`src/hw/rtl/rkx_pkg.sv`:
```
// Shared types, register codes and character constants for the XOR hex grouper.
package rkx_pkg;

   localparam int QUEUE_DEPTH = 4;

   localparam int KEY_WIDTH   = 64;
   localparam int LEN_WIDTH   = 4;
   localparam int CPG_WIDTH   = 6;
   localparam int GPL_WIDTH   = 8;
   localparam int CSR_IDX_WIDTH = 2;

   localparam logic [CSR_IDX_WIDTH-1:0] CSR_KEY_BYTES       = 2'd0;
   localparam logic [CSR_IDX_WIDTH-1:0] CSR_KEY_LENGTH      = 2'd1;
   localparam logic [CSR_IDX_WIDTH-1:0] CSR_CHARS_PER_GROUP = 2'd2;
   localparam logic [CSR_IDX_WIDTH-1:0] CSR_GROUPS_PER_LINE = 2'd3;

   localparam logic [LEN_WIDTH-1:0] KEY_LENGTH_RESET      = 4'd8;
   localparam logic [LEN_WIDTH-1:0] KEY_LENGTH_MAX        = 4'd8;
   localparam logic [CPG_WIDTH-1:0] CHARS_PER_GROUP_RESET = 6'd6;
   localparam logic [GPL_WIDTH-1:0] GROUPS_PER_LINE_RESET = 8'd10;

   localparam logic [7:0] CHAR_SPACE   = 8'h20;
   localparam logic [7:0] CHAR_NEWLINE = 8'h0a;
   localparam logic [7:0] CHAR_ZERO    = 8'h30;
   localparam logic [7:0] CHAR_NINE    = 8'h39;
   localparam logic [7:0] CHAR_UPPER_A = 8'h41;
   localparam logic [7:0] CHAR_UPPER_F = 8'h46;

   typedef struct packed {
      logic [KEY_WIDTH-1:0] key_bytes;
      logic [LEN_WIDTH-1:0] key_length;
      logic [CPG_WIDTH-1:0] chars_per_group;
      logic [GPL_WIDTH-1:0] groups_per_line;
   } cfg_type;

   typedef enum logic [1:0] {
      PHASE_HI,
      PHASE_SEP_HI,
      PHASE_LO,
      PHASE_SEP_LO
   } phase_type;

   function automatic logic [7:0] hex_char(input logic [3:0] nibble);
      logic [7:0] result;
      if (nibble < 4'd10) begin
         result = CHAR_ZERO + {4'd0, nibble};
      end else begin
         result = CHAR_UPPER_A + {4'd0, nibble} - 8'd10;
      end
      return result;
   endfunction

endpackage

```
`src/hw/rtl/rkx_queue.sv`:
```
// Small FIFO that decouples the cipher front end from the character back end.
module rkx_queue #(
   parameter int Depth = rkx_pkg::QUEUE_DEPTH
) (
   input  logic       clock,
   input  logic       reset,
   input  logic       push_valid,
   input  logic [7:0] push_data,
   output logic       full,
   input  logic       pop,
   output logic       head_valid,
   output logic [7:0] head_data
);

   localparam int PtrWidth   = (Depth > 1) ? $clog2(Depth) : 1;
   localparam int CountWidth = $clog2(Depth + 1);

   logic [7:0]            mem_ff [Depth];
   logic [PtrWidth-1:0]   wr_ptr_ff, wr_ptr_in;
   logic [PtrWidth-1:0]   rd_ptr_ff, rd_ptr_in;
   logic [CountWidth-1:0] count_ff, count_in;
   logic                  do_push, do_pop;

   assign full       = (count_ff == CountWidth'(Depth));
   assign head_valid = (count_ff != '0);
   assign head_data  = mem_ff[rd_ptr_ff];
   assign do_push    = push_valid && !full;
   assign do_pop     = pop && head_valid;

   always_comb begin
      wr_ptr_in = wr_ptr_ff;
      rd_ptr_in = rd_ptr_ff;
      count_in  = count_ff;
      if (do_push) begin
         wr_ptr_in = (wr_ptr_ff == PtrWidth'(Depth - 1)) ? '0 : wr_ptr_ff + 1'b1;
      end
      if (do_pop) begin
         rd_ptr_in = (rd_ptr_ff == PtrWidth'(Depth - 1)) ? '0 : rd_ptr_ff + 1'b1;
      end
      if (do_push && !do_pop) begin
         count_in = count_ff + 1'b1;
      end else if (do_pop && !do_push) begin
         count_in = count_ff - 1'b1;
      end
   end

   always_ff @(posedge clock) begin
      if (reset) begin
         wr_ptr_ff <= '0;
         rd_ptr_ff <= '0;
         count_ff  <= '0;
      end else begin
         wr_ptr_ff <= wr_ptr_in;
         rd_ptr_ff <= rd_ptr_in;
         count_ff  <= count_in;
      end
   end

   always_ff @(posedge clock) begin
      if (do_push) begin
         mem_ff[wr_ptr_ff] <= push_data;
      end
   end

endmodule

```
`src/hw/rtl/rkx_front.sv`:
```
// Front end: accepts plaintext beats and XORs them with the repeating key.
module rkx_front (
   input  logic             clock,
   input  logic             reset,
   input  rkx_pkg::cfg_type cfg,
   input  logic             req_valid,
   input  logic [7:0]       req_plain_byte,
   output logic             req_stall,
   input  logic             queue_full,
   output logic             push_valid,
   output logic [7:0]       push_data
);

   logic [2:0]                    key_position_ff, key_position_in;
   logic [rkx_pkg::LEN_WIDTH-1:0] eff_len;
   logic [2:0]                    cur_pos;
   logic [rkx_pkg::LEN_WIDTH-1:0] next_pos;
   logic [7:0]                    key_byte;
   logic                          accept;

   assign req_stall  = queue_full;
   assign accept     = req_valid && !queue_full;
   assign push_valid = accept;
   assign push_data  = req_plain_byte ^ key_byte;

   always_comb begin
      // A length of zero acts as one, anything above eight as eight.
      if (cfg.key_length == '0) begin
         eff_len = rkx_pkg::LEN_WIDTH'(1);
      end else if (cfg.key_length > rkx_pkg::KEY_LENGTH_MAX) begin
         eff_len = rkx_pkg::KEY_LENGTH_MAX;
      end else begin
         eff_len = cfg.key_length;
      end

      // A position left beyond a shortened key falls back to byte zero.
      cur_pos  = ({1'b0, key_position_ff} >= eff_len) ? 3'd0 : key_position_ff;
      key_byte = cfg.key_bytes[{cur_pos, 3'b000} +: 8];

      next_pos = {1'b0, cur_pos} + 1'b1;
      if (next_pos >= eff_len) begin
         next_pos = '0;
      end

      key_position_in = accept ? next_pos[2:0] : key_position_ff;
   end

   always_ff @(posedge clock) begin
      if (reset) begin
         key_position_ff <= '0;
      end else begin
         key_position_ff <= key_position_in;
      end
   end

endmodule

```
`src/hw/rtl/rkx_back.sv`:
```
// Back end: turns each cipher byte into hex characters and group separators.
module rkx_back (
   input  logic             clock,
   input  logic             reset,
   input  rkx_pkg::cfg_type cfg,
   input  logic             head_valid,
   input  logic [7:0]       head_data,
   output logic             pop,
   output logic             rsp_valid,
   input  logic             rsp_stall,
   output logic [7:0]       rsp_out_char,
   output logic             rsp_last_of_run,
   output logic             rsp_line_open
);

   rkx_pkg::phase_type phase_ff, phase_in;
   logic [rkx_pkg::CPG_WIDTH-1:0] char_count_ff, char_count_in;
   logic [rkx_pkg::GPL_WIDTH-1:0] group_count_ff, group_count_in;
   logic                          rsp_valid_ff, rsp_valid_in;
   logic [7:0]                    rsp_out_char_ff, rsp_out_char_in;
   logic                          rsp_last_of_run_ff, rsp_last_of_run_in;
   logic                          rsp_line_open_ff, rsp_line_open_in;
   logic                          out_free, step;
   logic [rkx_pkg::CPG_WIDTH:0]   cc_next;
   logic [rkx_pkg::GPL_WIDTH:0]   gc_next;
   logic                          group_done, line_done;
   logic [3:0]                    nibble;

   assign out_free        = !rsp_valid_ff || !rsp_stall;
   assign step            = out_free && head_valid;
   assign rsp_valid       = rsp_valid_ff;
   assign rsp_out_char    = rsp_out_char_ff;
   assign rsp_last_of_run = rsp_last_of_run_ff;
   assign rsp_line_open   = rsp_line_open_ff;

   always_comb begin
      cc_next    = {1'b0, char_count_ff} + 1'b1;
      gc_next    = {1'b0, group_count_ff} + 1'b1;
      group_done = (cc_next >= {1'b0, cfg.chars_per_group});
      line_done  = (gc_next >= {1'b0, cfg.groups_per_line});
      nibble     = (phase_ff == rkx_pkg::PHASE_HI) ? head_data[7:4] : head_data[3:0];

      phase_in           = phase_ff;
      char_count_in      = char_count_ff;
      group_count_in     = group_count_ff;
      rsp_out_char_in    = rsp_out_char_ff;
      rsp_last_of_run_in = rsp_last_of_run_ff;
      rsp_line_open_in   = rsp_line_open_ff;
      rsp_valid_in       = out_free ? 1'b0 : rsp_valid_ff;
      pop                = 1'b0;

      if (step) begin
         rsp_valid_in = 1'b1;
         case (phase_ff)
            rkx_pkg::PHASE_HI, rkx_pkg::PHASE_LO: begin
               rsp_out_char_in  = rkx_pkg::hex_char(nibble);
               rsp_line_open_in = (group_count_ff != '0);
               if (group_done) begin
                  char_count_in      = '0;
                  rsp_last_of_run_in = 1'b0;
                  phase_in = (phase_ff == rkx_pkg::PHASE_HI) ? rkx_pkg::PHASE_SEP_HI
                                                             : rkx_pkg::PHASE_SEP_LO;
               end else begin
                  char_count_in = cc_next[rkx_pkg::CPG_WIDTH-1:0];
                  if (phase_ff == rkx_pkg::PHASE_HI) begin
                     rsp_last_of_run_in = 1'b0;
                     phase_in           = rkx_pkg::PHASE_LO;
                  end else begin
                     rsp_last_of_run_in = 1'b1;
                     pop                = 1'b1;
                     phase_in           = rkx_pkg::PHASE_HI;
                  end
               end
            end
            rkx_pkg::PHASE_SEP_HI, rkx_pkg::PHASE_SEP_LO: begin
               if (line_done) begin
                  group_count_in   = '0;
                  rsp_out_char_in  = rkx_pkg::CHAR_NEWLINE;
                  rsp_line_open_in = 1'b0;
               end else begin
                  group_count_in   = gc_next[rkx_pkg::GPL_WIDTH-1:0];
                  rsp_out_char_in  = rkx_pkg::CHAR_SPACE;
                  rsp_line_open_in = (gc_next[rkx_pkg::GPL_WIDTH-1:0] != '0);
               end
               if (phase_ff == rkx_pkg::PHASE_SEP_HI) begin
                  rsp_last_of_run_in = 1'b0;
                  phase_in           = rkx_pkg::PHASE_LO;
               end else begin
                  rsp_last_of_run_in = 1'b1;
                  pop                = 1'b1;
                  phase_in           = rkx_pkg::PHASE_HI;
               end
            end
            default: begin
               phase_in = rkx_pkg::PHASE_HI;
            end
         endcase
      end
   end

   always_ff @(posedge clock) begin
      if (reset) begin
         phase_ff       <= rkx_pkg::PHASE_HI;
         char_count_ff  <= '0;
         group_count_ff <= '0;
         rsp_valid_ff   <= 1'b0;
      end else begin
         phase_ff       <= phase_in;
         char_count_ff  <= char_count_in;
         group_count_ff <= group_count_in;
         rsp_valid_ff   <= rsp_valid_in;
      end
   end

   always_ff @(posedge clock) begin
      rsp_out_char_ff    <= rsp_out_char_in;
      rsp_last_of_run_ff <= rsp_last_of_run_in;
      rsp_line_open_ff   <= rsp_line_open_in;
   end

endmodule

```
`src/hw/rtl/repeating_key_xor_hex_grouper_unit.sv`:
```
// Top level of the repeating-key XOR encryptor with grouped hex output.
//
// Usage: the req channel takes one plaintext byte per beat; the rsp channel
// gives one ASCII character per beat: two uppercase hex digits per byte, high
// nibble first, each followed by a space or newline when it closes a group.
// rsp_last_of_run marks the final character of a byte; rsp_line_open is high
// while the current line holds completed groups, so the host can pad.
// The csr port writes the key, key length, group size and groups per line;
// write it only while no bytes are in flight.
// Data path: an accepted byte is written into the queue, and the back end then
// registers each of its characters in its single character output register.
// Throughput: one character per cycle while rsp_stall is low, so a byte takes
// two to four characters, all passing through that one output register.
// A four-entry queue lets the input keep taking bytes while output drains.
// Reset clears the key position, counters, queue and output valid, and
// restores the register defaults. While rsp_stall is high the output holds
// and, once the queue fills, req_stall rises.
module repeating_key_xor_hex_grouper_unit #(
   parameter int QueueDepth = rkx_pkg::QUEUE_DEPTH
) (
   input  logic                                clock,
   input  logic                                reset,
   input  logic                                csr_write_enable,
   input  logic [rkx_pkg::CSR_IDX_WIDTH-1:0]   csr_index,
   input  logic [rkx_pkg::KEY_WIDTH-1:0]       csr_write_data,
   input  logic                                req_valid,
   output logic                                req_stall,
   input  logic [7:0]                          req_plain_byte,
   output logic                                rsp_valid,
   input  logic                                rsp_stall,
   output logic [7:0]                          rsp_out_char,
   output logic                                rsp_last_of_run,
   output logic                                rsp_line_open
);

   rkx_pkg::cfg_type cfg_ff, cfg_in;
   logic             queue_full, push_valid, pop, head_valid;
   logic [7:0]       push_data, head_data;

   always_comb begin
      cfg_in = cfg_ff;
      if (csr_write_enable) begin
         case (csr_index)
            rkx_pkg::CSR_KEY_BYTES:       cfg_in.key_bytes = csr_write_data;
            rkx_pkg::CSR_KEY_LENGTH:
               cfg_in.key_length = csr_write_data[rkx_pkg::LEN_WIDTH-1:0];
            rkx_pkg::CSR_CHARS_PER_GROUP:
               cfg_in.chars_per_group = csr_write_data[rkx_pkg::CPG_WIDTH-1:0];
            rkx_pkg::CSR_GROUPS_PER_LINE:
               cfg_in.groups_per_line = csr_write_data[rkx_pkg::GPL_WIDTH-1:0];
            default: cfg_in = cfg_ff;
         endcase
      end
   end

   always_ff @(posedge clock) begin
      if (reset) begin
         cfg_ff.key_bytes       <= '0;
         cfg_ff.key_length      <= rkx_pkg::KEY_LENGTH_RESET;
         cfg_ff.chars_per_group <= rkx_pkg::CHARS_PER_GROUP_RESET;
         cfg_ff.groups_per_line <= rkx_pkg::GROUPS_PER_LINE_RESET;
      end else begin
         cfg_ff <= cfg_in;
      end
   end

   rkx_front u_front (
      .clock          (clock),
      .reset          (reset),
      .cfg            (cfg_ff),
      .req_valid      (req_valid),
      .req_plain_byte (req_plain_byte),
      .req_stall      (req_stall),
      .queue_full     (queue_full),
      .push_valid     (push_valid),
      .push_data      (push_data)
   );

   rkx_queue #(
      .Depth (QueueDepth)
   ) u_queue (
      .clock      (clock),
      .reset      (reset),
      .push_valid (push_valid),
      .push_data  (push_data),
      .full       (queue_full),
      .pop        (pop),
      .head_valid (head_valid),
      .head_data  (head_data)
   );

   rkx_back u_back (
      .clock           (clock),
      .reset           (reset),
      .cfg             (cfg_ff),
      .head_valid      (head_valid),
      .head_data       (head_data),
      .pop             (pop),
      .rsp_valid       (rsp_valid),
      .rsp_stall       (rsp_stall),
      .rsp_out_char    (rsp_out_char),
      .rsp_last_of_run (rsp_last_of_run),
      .rsp_line_open   (rsp_line_open)
   );

endmodule

```
`config.mk`:
```
export PLATFORM = sky130hd
export DESIGN_NAME = repeating_key_xor_hex_grouper_unit
export DESIGN_NICKNAME = d
export VERILOG_FILES = /design/src/hw/rtl/rkx_pkg.sv /design/src/hw/rtl/rkx_queue.sv /design/src/hw/rtl/rkx_front.sv /design/src/hw/rtl/rkx_back.sv /design/src/hw/rtl/repeating_key_xor_hex_grouper_unit.sv
export SDC_FILE = /design/constraint.sdc
export NUM_CORES = 1
export LEC_CHECK = 0
export ABC_AREA = 1
export BUFFER_PORTS_ARGS = -buffer_cell sky130_fd_sc_hd__clkbuf_2
export CORE_ASPECT_RATIO = 0.7
export CORE_MARGIN = 2
export CORE_UTILIZATION = 45
export DETAILED_ROUTE_END_ITERATION = 7
export GPL_TIMING_DRIVEN = 0
export SETUP_SLACK_MARGIN = 0.15
export SLEW_MARGIN = 40
export SYNTH_ARGS = -nofsm -noshare
export SYNTH_HDL_FRONTEND = slang
export SYNTH_SLANG_ARGS = --single-unit
```
`constraint.sdc`:
```
create_clock -name clock -period 3.7 [get_ports clock]
set_input_delay 0.74 -clock clock [delete_from_list [all_inputs] [get_ports clock]]
set_output_delay 0.74 -clock clock [all_outputs]
set_load 0.02 [all_outputs]
```
==> results of run 1 <==
-- final timing paths --
check	cells past startpoint	end	slack, ns	from
max	19	u_front.key_position_ff[2]	0.39	u_front.key_position_ff[0]
min	2	cfg_ff[20]	0.47	cfg_ff[20]
max reg2reg	19	u_front.key_position_ff[2]	0.39	u_front.key_position_ff[0]
min reg2reg	2	cfg_ff[20]	0.47	cfg_ff[20]
-- cell families after synthesis --
kind of cell,Yosys count
AND/OR/NAND/NOR,521
AO/OA/AOI/OAI,198
buffers and inverters,179
flip-flops,152
adder cells (fa/ha/maj),34
XOR/XNOR,10
multiplexers,2
other,1
-- flip-flops by register name, summed over array words and instances, names as in the netlist, named ones only --
register                 cells
cfg_ff                      82
u_back.char_count_ff         6
u_back.group_count_ff        8
u_back.phase_ff              2
u_back.rsp_last_of_run       1
u_back.rsp_line_open         1
u_back.rsp_out_char          7
u_back.rsp_valid             1
u_front.key_position_ff      3
u_queue.count_ff             3
u_queue.mem_ff              32
u_queue.rd_ptr_ff            2
u_queue.wr_ptr_ff            2
-- layout by cell type, fill, tap and decap left out, drive strengths merged, types with 3 or more instances in the layout --
cell type  count
nand2        207
nor2         150
clkbuf       143
inv          130
dfxtp        111
o21ai        111
nand3        110
a21oi         72
edfxtp        41
nand4         38
ha            33
buf           25
nor3           9
xor2           7
o211ai         6
a211oi         3
xnor2          3
clkinv         3
-- final cells by class --
type / instances / area (sq um)
Clock buffer: 19 / 454.2
Multi-Input combinational cell: 766 / 3946
Buffer: 57 / 256.5
Inverter: 122 / 462.9
Sequential cell: 152 / 3462
Timing Repair Buffer: 92 / 470.5
Fill cell: 1708 / 7844
Tap cell: 231 / 289.0
Antenna cell: 1 / 2.502
Clock inverter: 13 / 128.9
-- per-stage QoR --
step           setup TNS (ns)  util, %  cell area (sq um)  hold slack, ns  setup slack, ns
2_1_floorplan               0        -               8025          0.4353           0.5826
3_3_place_gp          -0.3870    50.56               8755          0.4531          -0.1316
3_5_place_dp          -0.4694    50.61               8763          0.4566          -0.1692
4_1_cts                     0    54.03               9356          0.4698           0.1680
5_1_grt                     0    54.69               9470          0.4881           0.1376
6_report                    0    54.70               9473          0.4709           0.3940
-- worst max-delay path, cell delays in order (launching register included) --
cell and delay (ns):
dfxtp_1 0.31, clkbuf_2 0.23, clkbuf_4 0.27, inv_1 0.07
ha_1 0.29, nand2_1 0.07, inv_1 0.07, nand2_4 0.16
nand3_4 0.17, inv_4 0.15, buf_4 0.20, ha_1 0.26
ha_1 0.29, inv_1 0.06, nor2_1 0.03, o211ai_1 0.15
nand3_1 0.11, nor2_2 0.13, nand2_1 0.07, a21oi_1 0.13
-- power by group --
| part | leakage (nW) | switching [mW] | internal (mW) |
|---|---|---|---|
| registers | 1.29 | 0.103 | 1.99 |
| clock network | 0.287 | 0.755 | 0.983 |
| logic | 2.64 | 1.14 | 0.556 |
-- timing repair --
item | CTS | global route
buffers inserted | 0 | 4
pin swaps | 0 | 6
setup endpoints to repair | 4 | 5
resized for setup | 4 | 25
-- per-layer routing --
layer  wire [um]  GRT usage, %  vias up
met4         296         5.322        0
met5           0             0        -
met3        2113         7.409       26
met2        9061         35.55      268
met1       11990         39.48     3534
li1            -             -     3862
==> impl_metrics.ini, run 1 <==
[outcome]
status = complete, no violations

[synth]
ys_warn_count = 0
synth.most_common_cell = nand2_1
synth.top_cell.area_share_pct = 27.69
synthFlopType = dfxtp_1
synth-edff-count = 41
synth_top_family_by_area = simple AND/OR/NAND/NOR gates
synth_mux_area_share_pct = 0.2495
synth_common_cells = 205 x nand2_1, 147 x nor2_1, 116 x inv_1
synth-async-reset-ratio_pct = 0
seq_area_frac_synth_pct = 43.03
synth-xor-area-share_pct = 1.091
netlist_instances = 1097
yosys.area.top_type = dfxtp_1
synth_compound_area_share_pct = 13.03
synth_seq_cells = 152
synthesis.area_sq_um = 8025
synth_area_per_cell_sq_um = 7.316
synth_fp_nets = 1210
synth.distinct_cells = 43
synthSimpleGateAreaFrac_pct = 28.34
synth.area.top_cells = dfxtp_1 28%, edfxtp_1 15%, nand2_1 9.6%, nor2_1 6.9%, o21ai_0 6.7%
synthAdderAreaFrac_pct = 5.394

[timing]
rsz0062_at_grt = true
worst_pin_slew_ns = 0.8282
hold_viol_final = 0
final-setup-viol-count = 0
slew_headroom_pct = 44.79
finalMaxSlewViolations = 0
clock-skew-final_ns = 0.01062
min_period_ns = 3.306
period_share_pct = 89.35
max_freq_mhz = 302.5

[placement]
placed_cells = 1416
io_buffers = 88
globalplace.congestion = 0.9662
post-dp-hpwl_um = 17820

[setup_path]
cp-start-kind = flop
criticalPathCategory = flop to flop
critPathRequiredTime_ns = 4.05
worst-path-max-fanout = 10
worstPathArrival_ns = 3.66
endpoint_kind = flop

[pwr]
p_leak_nw = 4.225
peakVddDrop_v = 0.0003707
finalPower_mw = 5.535
p_per_area_nw_per_um2 = 584.3

[clock_network]
max-clock-path-buffers = 2
clkSlewWorstSetupHoldPaths_ns = 0.07
htree_levels = 4
cts-root-buf = clkbuf_16
worstSkewPairLatency_ns = 0.43
cts.sinks = 152
cts_made_buffers = 17
cts_hold_buf = 0
cts_tree = done

[cells_and_area]
nets = 1321
syn2layout_area_growth_pct = 18.04
final_cells = 1453
layout-drive-gt1-share_pct = 14.74

[floorplanning]
rows = 40
start_util_pct = 46.34
core_area_sq_um = 17320
die_w_um = 163.6
chipHeight_um = 115.7
io_pins = 91
die_area_sq_um = 18940

[hold_path]
holdCritPathClass = flop to flop

[job]
drv_cap = 0

[drt]
drcViolationCount = 0
vias_per_cell = 5.292
totalWireLength_um = 23460
wl_per_cell_um = 16.15
dr.first_iter.drc_count = 643
vias = 7690
drt.antenna.violating_nets = 0
firstDrtPassIters = 5

[grt]
globalRouteTotalUtil_pct = 25.74
grt_pass1_wl_um = 37170
antenna_found_initial = 0
grt_pass1_vias = 6997
grt-ovfl-total = 0
grt_max_degree = 17
No activity file was read; power rests on OpenSTA's default activity.
==> run 2, diff against run 1 <==
==> constraint.sdc (replaced) <==
create_clock -name clock -period 3.7 [get_ports clock]
set_input_delay 0 -clock clock [delete_from_list [all_inputs] [get_ports clock]]
set_output_delay 0 -clock clock [all_outputs]
set_load 0.02 [all_outputs]
==> impl_metrics.ini, run 2 (same netlist as run 1, synthesis figures left out) <==
[placement]
post-dp-hpwl_um = 17820
globalplace.congestion = 0.9662
io_buffers = 88
dpl_cell_area_sq_um = 8763

[setup_path]
slowest_delay_ns = 0.31
worstPathArrival_ns = 3.65
reg2reg_from = u_front.key_position_ff[0]
rr_endpoint = u_front.key_position_ff[2]
criticalPathCategory = flop to flop
crit_path_cell_trace = clkbuf_2 -> clkbuf_4 -> inv_1 -> ha_1 -> nand2_1 -> inv_1 -> nand2_4 -> nand3_4 -> inv_4 -> buf_4 -> ha_1 -> ha_1 -> inv_1 -> nor2_1 -> o211ai_1 -> nand3_1 -> nor2_2 -> nand2_1 -> a21oi_1
reg2reg_depth = 19
worst-path-max-fanout = 10
critPathTopFamily = buffers and inverters
cp-start-kind = flop
endpoint_kind = flop
critical_path.slowest_cell = dfxtp_1
regToRegSetupSlack_ns = 0.40
worst-path-buf-inv = 7
critPathRequiredTime_ns = 4.06
crit_cells = 19

[grt]
grt_pass1_wl_um = 38090
globalRouteTotalUtil_pct = 26.33
grt_pass1_vias = 7266
antenna_found_initial = 0
grt-ovfl-total = 0
grt_max_degree = 17

[cells_and_area]
reg_top3 = cfg_ff x82, u_queue.mem_ff x32, u_back.group_count_ff x8
syn2layout_area_growth_pct = 26.30
final_common_cell = nand2_1
layout_common_cells = 204 x nand2_1, 142 x nor2_1, 116 x inv_1, 108 x dfxtp_1, 106 x nand3_1
regMostFlops = cfg_ff
nets = 1387
largest_reg_flops = 82
layout-drive-gt1-share_pct = 14.06
final_cell_area_sq_um = 10140

[floorplanning]
chipHeight_um = 115.7
die_w_um = 163.6
core_area_sq_um = 17320
io_pins = 91
rows = 40
start_util_pct = 46.34
die_area_sq_um = 18940

[job]
drv_cap = 0

[drt]
totalWireLength_um = 24130
dr.first_iter.drc_count = 667
wl_per_cell_um = 15.89
drt.antenna.violating_nets = 0
drcViolationCount = 0
vias = 7936
vias_per_cell = 5.224
firstDrtPassIters = 5

[timing]
slew_headroom_pct = 44.78
min_period_ns = 3.297
hold_viol_final = 0
max_freq_mhz = 303.3
rsz0062_at_grt = true
period_share_pct = 89.11
worst_pin_slew_ns = 0.8283
finalMaxSlewViolations = 0
final-setup-viol-count = 0
clock-skew-final_ns = 0.01144

[clock_network]
max-clock-path-buffers = 2
cts.sinks = 152
clkSlewWorstSetupHoldPaths_ns = 0.06
worstSkewPairLatency_ns = 0.43
cts-root-buf = clkbuf_16
htree_levels = 4
cts_made_buffers = 17
cts_tree = done

[hold_path]
holdPathStages = 3
min_to = cfg_ff[17]
min-delay-start = csr_index[1]
holdCritPathClass = input pin to flop

[outcome]
status = complete, no violations

[pwr]
finalPower_mw = 5.600
p_leak_nw = 4.500
p_per_area_nw_per_um2 = 552.5
peakVddDrop_v = 0.0003705
run 2: timing repair:
action	in CTS	in global routing
pin swaps	0	6
gates resized for setup	4	25
setup buffers	0	4
hold buffers	66	0
endpoints found under the hold margin	82	0
setup endpoints to repair	4	5
run 2: worst max path at each step:
stage,start,slack [ns],end
after floorplan,u_back.char_count_ff[2],0.58,u_queue.count_ff[2]
after global placement,u_front.key_position_ff[0],-0.13,u_front.key_position_ff[0]
after detailed placement,u_front.key_position_ff[0],-0.17,u_front.key_position_ff[0]
after CTS,u_back.char_count_ff[0],0.17,u_queue.count_ff[2]
after global routing,u_back.char_count_ff[0],0.14,u_queue.count_ff[2]
final,u_front.key_position_ff[0],0.40,u_front.key_position_ff[2]
run 2: routing by layer:
layer | track usage, % | share of wire [%] | vias to the layer above
met3 | 7.409 | 8.8 | 19
met5 | 0 | 0 | -
met2 | 37.34 | 40 | 269
li1 | - | - | 3987
met1 | 39.78 | 50 | 3661
met4 | 5.322 | 1.1 | 0
run 2: layout make-up:
| class | count | area, sq um |
|---|---|---|
| Buffer | 57 | 256.5 |
| Inverter | 122 | 462.9 |
| Clock inverter | 13 | 128.9 |
| Fill cell | 1645 | 7181 |
| Tap cell | 231 | 289.0 |
| Timing Repair Buffer | 158 | 1131 |
| Antenna cell | 1 | 2.502 |
| Multi-Input combinational cell | 766 | 3949 |
| Clock buffer | 19 | 454.2 |
| Sequential cell | 152 | 3462 |
run 2: through the flow:
step	TNS, ns	cells	worst slack (ns)	utilization, %	hold slack [ns]
2_1_floorplan	0	1097	0.5826	-	0.1264
3_3_place_gp	-0.3870	1416	-0.1316	50.56	0.2247
3_5_place_dp	-0.4694	1416	-0.1692	50.61	0.2310
4_1_cts	0	1514	0.1680	57.85	0.002333
5_1_grt	0	1518	0.1376	58.52	0.03344
6_report	0	1519	0.4030	58.53	0.004896
run 2: worst register-to-register path, delay by kind of cell (launching register included):
family,cells,cell delay (ns)
AO/OA/AOI/OAI,2,0.27
flip-flops,1,0.31
buffers and inverters,7,1.05
AND/OR/NAND/NOR,7,0.74
adder cells (fa/ha/maj),3,0.84
run 2: power breakdown:
part	internal, mW	switching (mW)	leakage [nW]
sequential	1.99	0.103	1.29
clock	0.983	0.761	0.287
combinational	0.602	1.16	2.92
==> run 3, diff against run 2 <==
CELL_PAD_IN_SITES_DETAIL_PLACEMENT = 1   (was default)
CELL_PAD_IN_SITES_GLOBAL_PLACEMENT = 1   (was default)
CORE_UTILIZATION = 43   (was 45)
PLACE_DENSITY_LB_ADDON = 0.1   (was default)
SKIP_LAST_GASP = 1   (was default)
==> impl_metrics.ini, run 3 (same netlist as run 1, synthesis figures left out) <==
[hold_path]
holdPathStages = 3
min-delay-start = csr_index[1]
min_to = cfg_ff[17]
holdCritPathClass = input pin to flop

[grt]
grt_pass1_wl_um = 44590
antenna_found_initial = 0
grt-ovfl-total = 0
grt_pass1_vias = 8415
grt_max_degree = 17
globalRouteTotalUtil_pct = 28.89

[clock_network]
worstSkewPairLatency_ns = 0.43
cts.sinks = 152
cts_tree = done
clkSlewWorstSetupHoldPaths_ns = 0.06
max-clock-path-buffers = 2
cts-root-buf = clkbuf_16
htree_levels = 4
cts_made_buffers = 17

[timing]
final-setup-viol-count = 0
period_share_pct = 92.15
whs_ns = 0.03052
clock-skew-final_ns = 0.009242
hold_viol_final = 0
slew_headroom_pct = 45.31
worst_pin_slew_ns = 0.8159
max_freq_mhz = 293.3
rsz0062_at_grt = true
min_period_ns = 3.409
finalMaxSlewViolations = 0

[placement]
globalplace.congestion = 0.9516
post-dp-hpwl_um = 20170
io_buffers = 88

[floorplanning]
start_util_pct = 44.19
chipHeight_um = 118.3
io_pins = 91
die_area_sq_um = 19790
core_area_sq_um = 18160
die_w_um = 167.3
rows = 41

[drt]
drcViolationCount = 6
totalWireLength_um = 28090
vias_per_cell = 5.411
dr.first_iter.drc_count = 736
wl_per_cell_um = 18.40
firstDrtPassIters = 7
vias = 8257
drt.antenna.violating_nets = 0

[pwr]
finalPower_mw = 5.802
p_per_area_nw_per_um2 = 568.8
peakVddDrop_v = 0.0002402
p_leak_nw = 4.529

[cells_and_area]
syn2layout_area_growth_pct = 27.10
regMostFlops = cfg_ff
final_common_cell = nand2_1
antennaDiodeCount = 0
reg_top3 = cfg_ff x82, u_queue.mem_ff x32, u_back.group_count_ff x8
layout-drive-gt1-share_pct = 14.57
nFillCells = 2296
layout_common_cells = 203 x nand2_1, 142 x nor2_1, 115 x inv_1, 108 x dfxtp_1, 106 x nand3_1
largest_reg_flops = 82
nets = 1390

[setup_path]
criticalPathCategory = flop to flop
worstPathArrival_ns = 3.73
reg2reg_depth = 18
regToRegSetupSlack_ns = 0.29
worst-path-max-fanout = 4
critical_path.slowest_cell = fa_2
rr_endpoint = u_queue.count_ff[1]
cp-start-kind = flop
slowest_delay_ns = 0.45
endpoint_kind = flop
crit_path_cell_trace = ha_2 -> nand4_1 -> nand2_2 -> inv_1 -> ha_1 -> a21oi_1 -> o211ai_1 -> nand3b_1 -> inv_1 -> ha_1 -> nor2_2 -> nor2_2 -> nand2_2 -> ha_2 -> inv_2 -> fa_2 -> o21ai_0 -> a21oi_1
reg2reg_from = u_back.char_count_ff[0]
critPathRequiredTime_ns = 4.02

[job]
drv_cap = 0

[outcome]
status = complete, but fails checks
violations = design-rule violations
[run 3: critical path: cells and delay by family, from the launching register on]
| family | cells | cell delay, ns |
|---|---|---|
| adder cells (fa/ha/maj) | 5 | 1.37 |
| flip-flops | 1 | 0.38 |
| buffers and inverters | 3 | 0.24 |
| AND/OR/NAND/NOR | 6 | 0.77 |
| AO/OA/AOI/OAI | 4 | 0.53 |
[run 3: repair_timing]
item | in CTS | in global routing
pin swaps | 0 | 7
hold buffers | 66 | 0
endpoints found under the hold margin | 87 | 0
resized for setup | 8 | 24
setup endpoints to repair | 5 | 5
buffers inserted | 0 | 7
[run 3: layer usage]
metal	global-route usage (%)	routed length, um	vias to the layer above
met4	6.033	252	0
met1	42.30	13850	4011
met2	44.40	12350	230
met3	5.392	1641	20
met5	0	0	-
li1	-	-	3996
[run 3: per-stage QoR]
step | setup slack (ns) | setup TNS (ns) | utilization [%] | instance area (sq um) | instances
6_report | 0.2906 | 0 | 56.17 | 10200 | 1526
5_1_grt | 0.08878 | 0 | 56.17 | 10200 | 1526
4_1_cts | 0.1725 | 0 | 55.45 | 10070 | 1519
3_5_place_dp | -0.2090 | -0.6034 | 48.29 | 8770 | 1421
3_3_place_gp | -0.1366 | -0.3785 | 48.24 | 8761 | 1421
2_1_floorplan | 0.5826 | 0 | - | 8025 | 1097
[run 3: worst max path at each step]
| stage | depth (start not counted) | startpoint | to | slack [ns] |
|---|---|---|---|---|
| 3_5_place_dp | 19 | u_front.key_position_ff[0] | u_front.key_position_ff[2] | -0.21 |
| 5_1_grt | 20 | u_back.char_count_ff[2] | u_queue.count_ff[2] | 0.09 |
| 4_1_cts | 20 | u_back.char_count_ff[0] | u_queue.count_ff[2] | 0.17 |
| 6_report | 18 | u_back.char_count_ff[0] | u_queue.count_ff[1] | 0.29 |
| 2_1_floorplan | 20 | u_back.char_count_ff[2] | u_queue.count_ff[2] | 0.58 |
| 3_3_place_gp | 19 | u_front.key_position_ff[0] | u_front.key_position_ff[0] | -0.14 |
[run 3: power breakdown]
part / switching [mW] / total [mW] / internal, mW
clock network: 0.753 / 1.83 / 1.08
logic: 1.23 / 1.87 / 0.634
registers: 0.111 / 2.10 / 1.99
[run 3: area by class of cell]
class	count	area, sq um	share of cell area [%]
plain buffers	57	256.5	2.515
clock buffers	22	519.2	5.091
clock inverters	10	102.6	1.006
inverters	122	462.9	4.539
multi-input cells	766	3948	38.70
flip-flops and latches	152	3462	33.94
well taps	236	295.3	2.895
repair buffers	161	1154	11.31
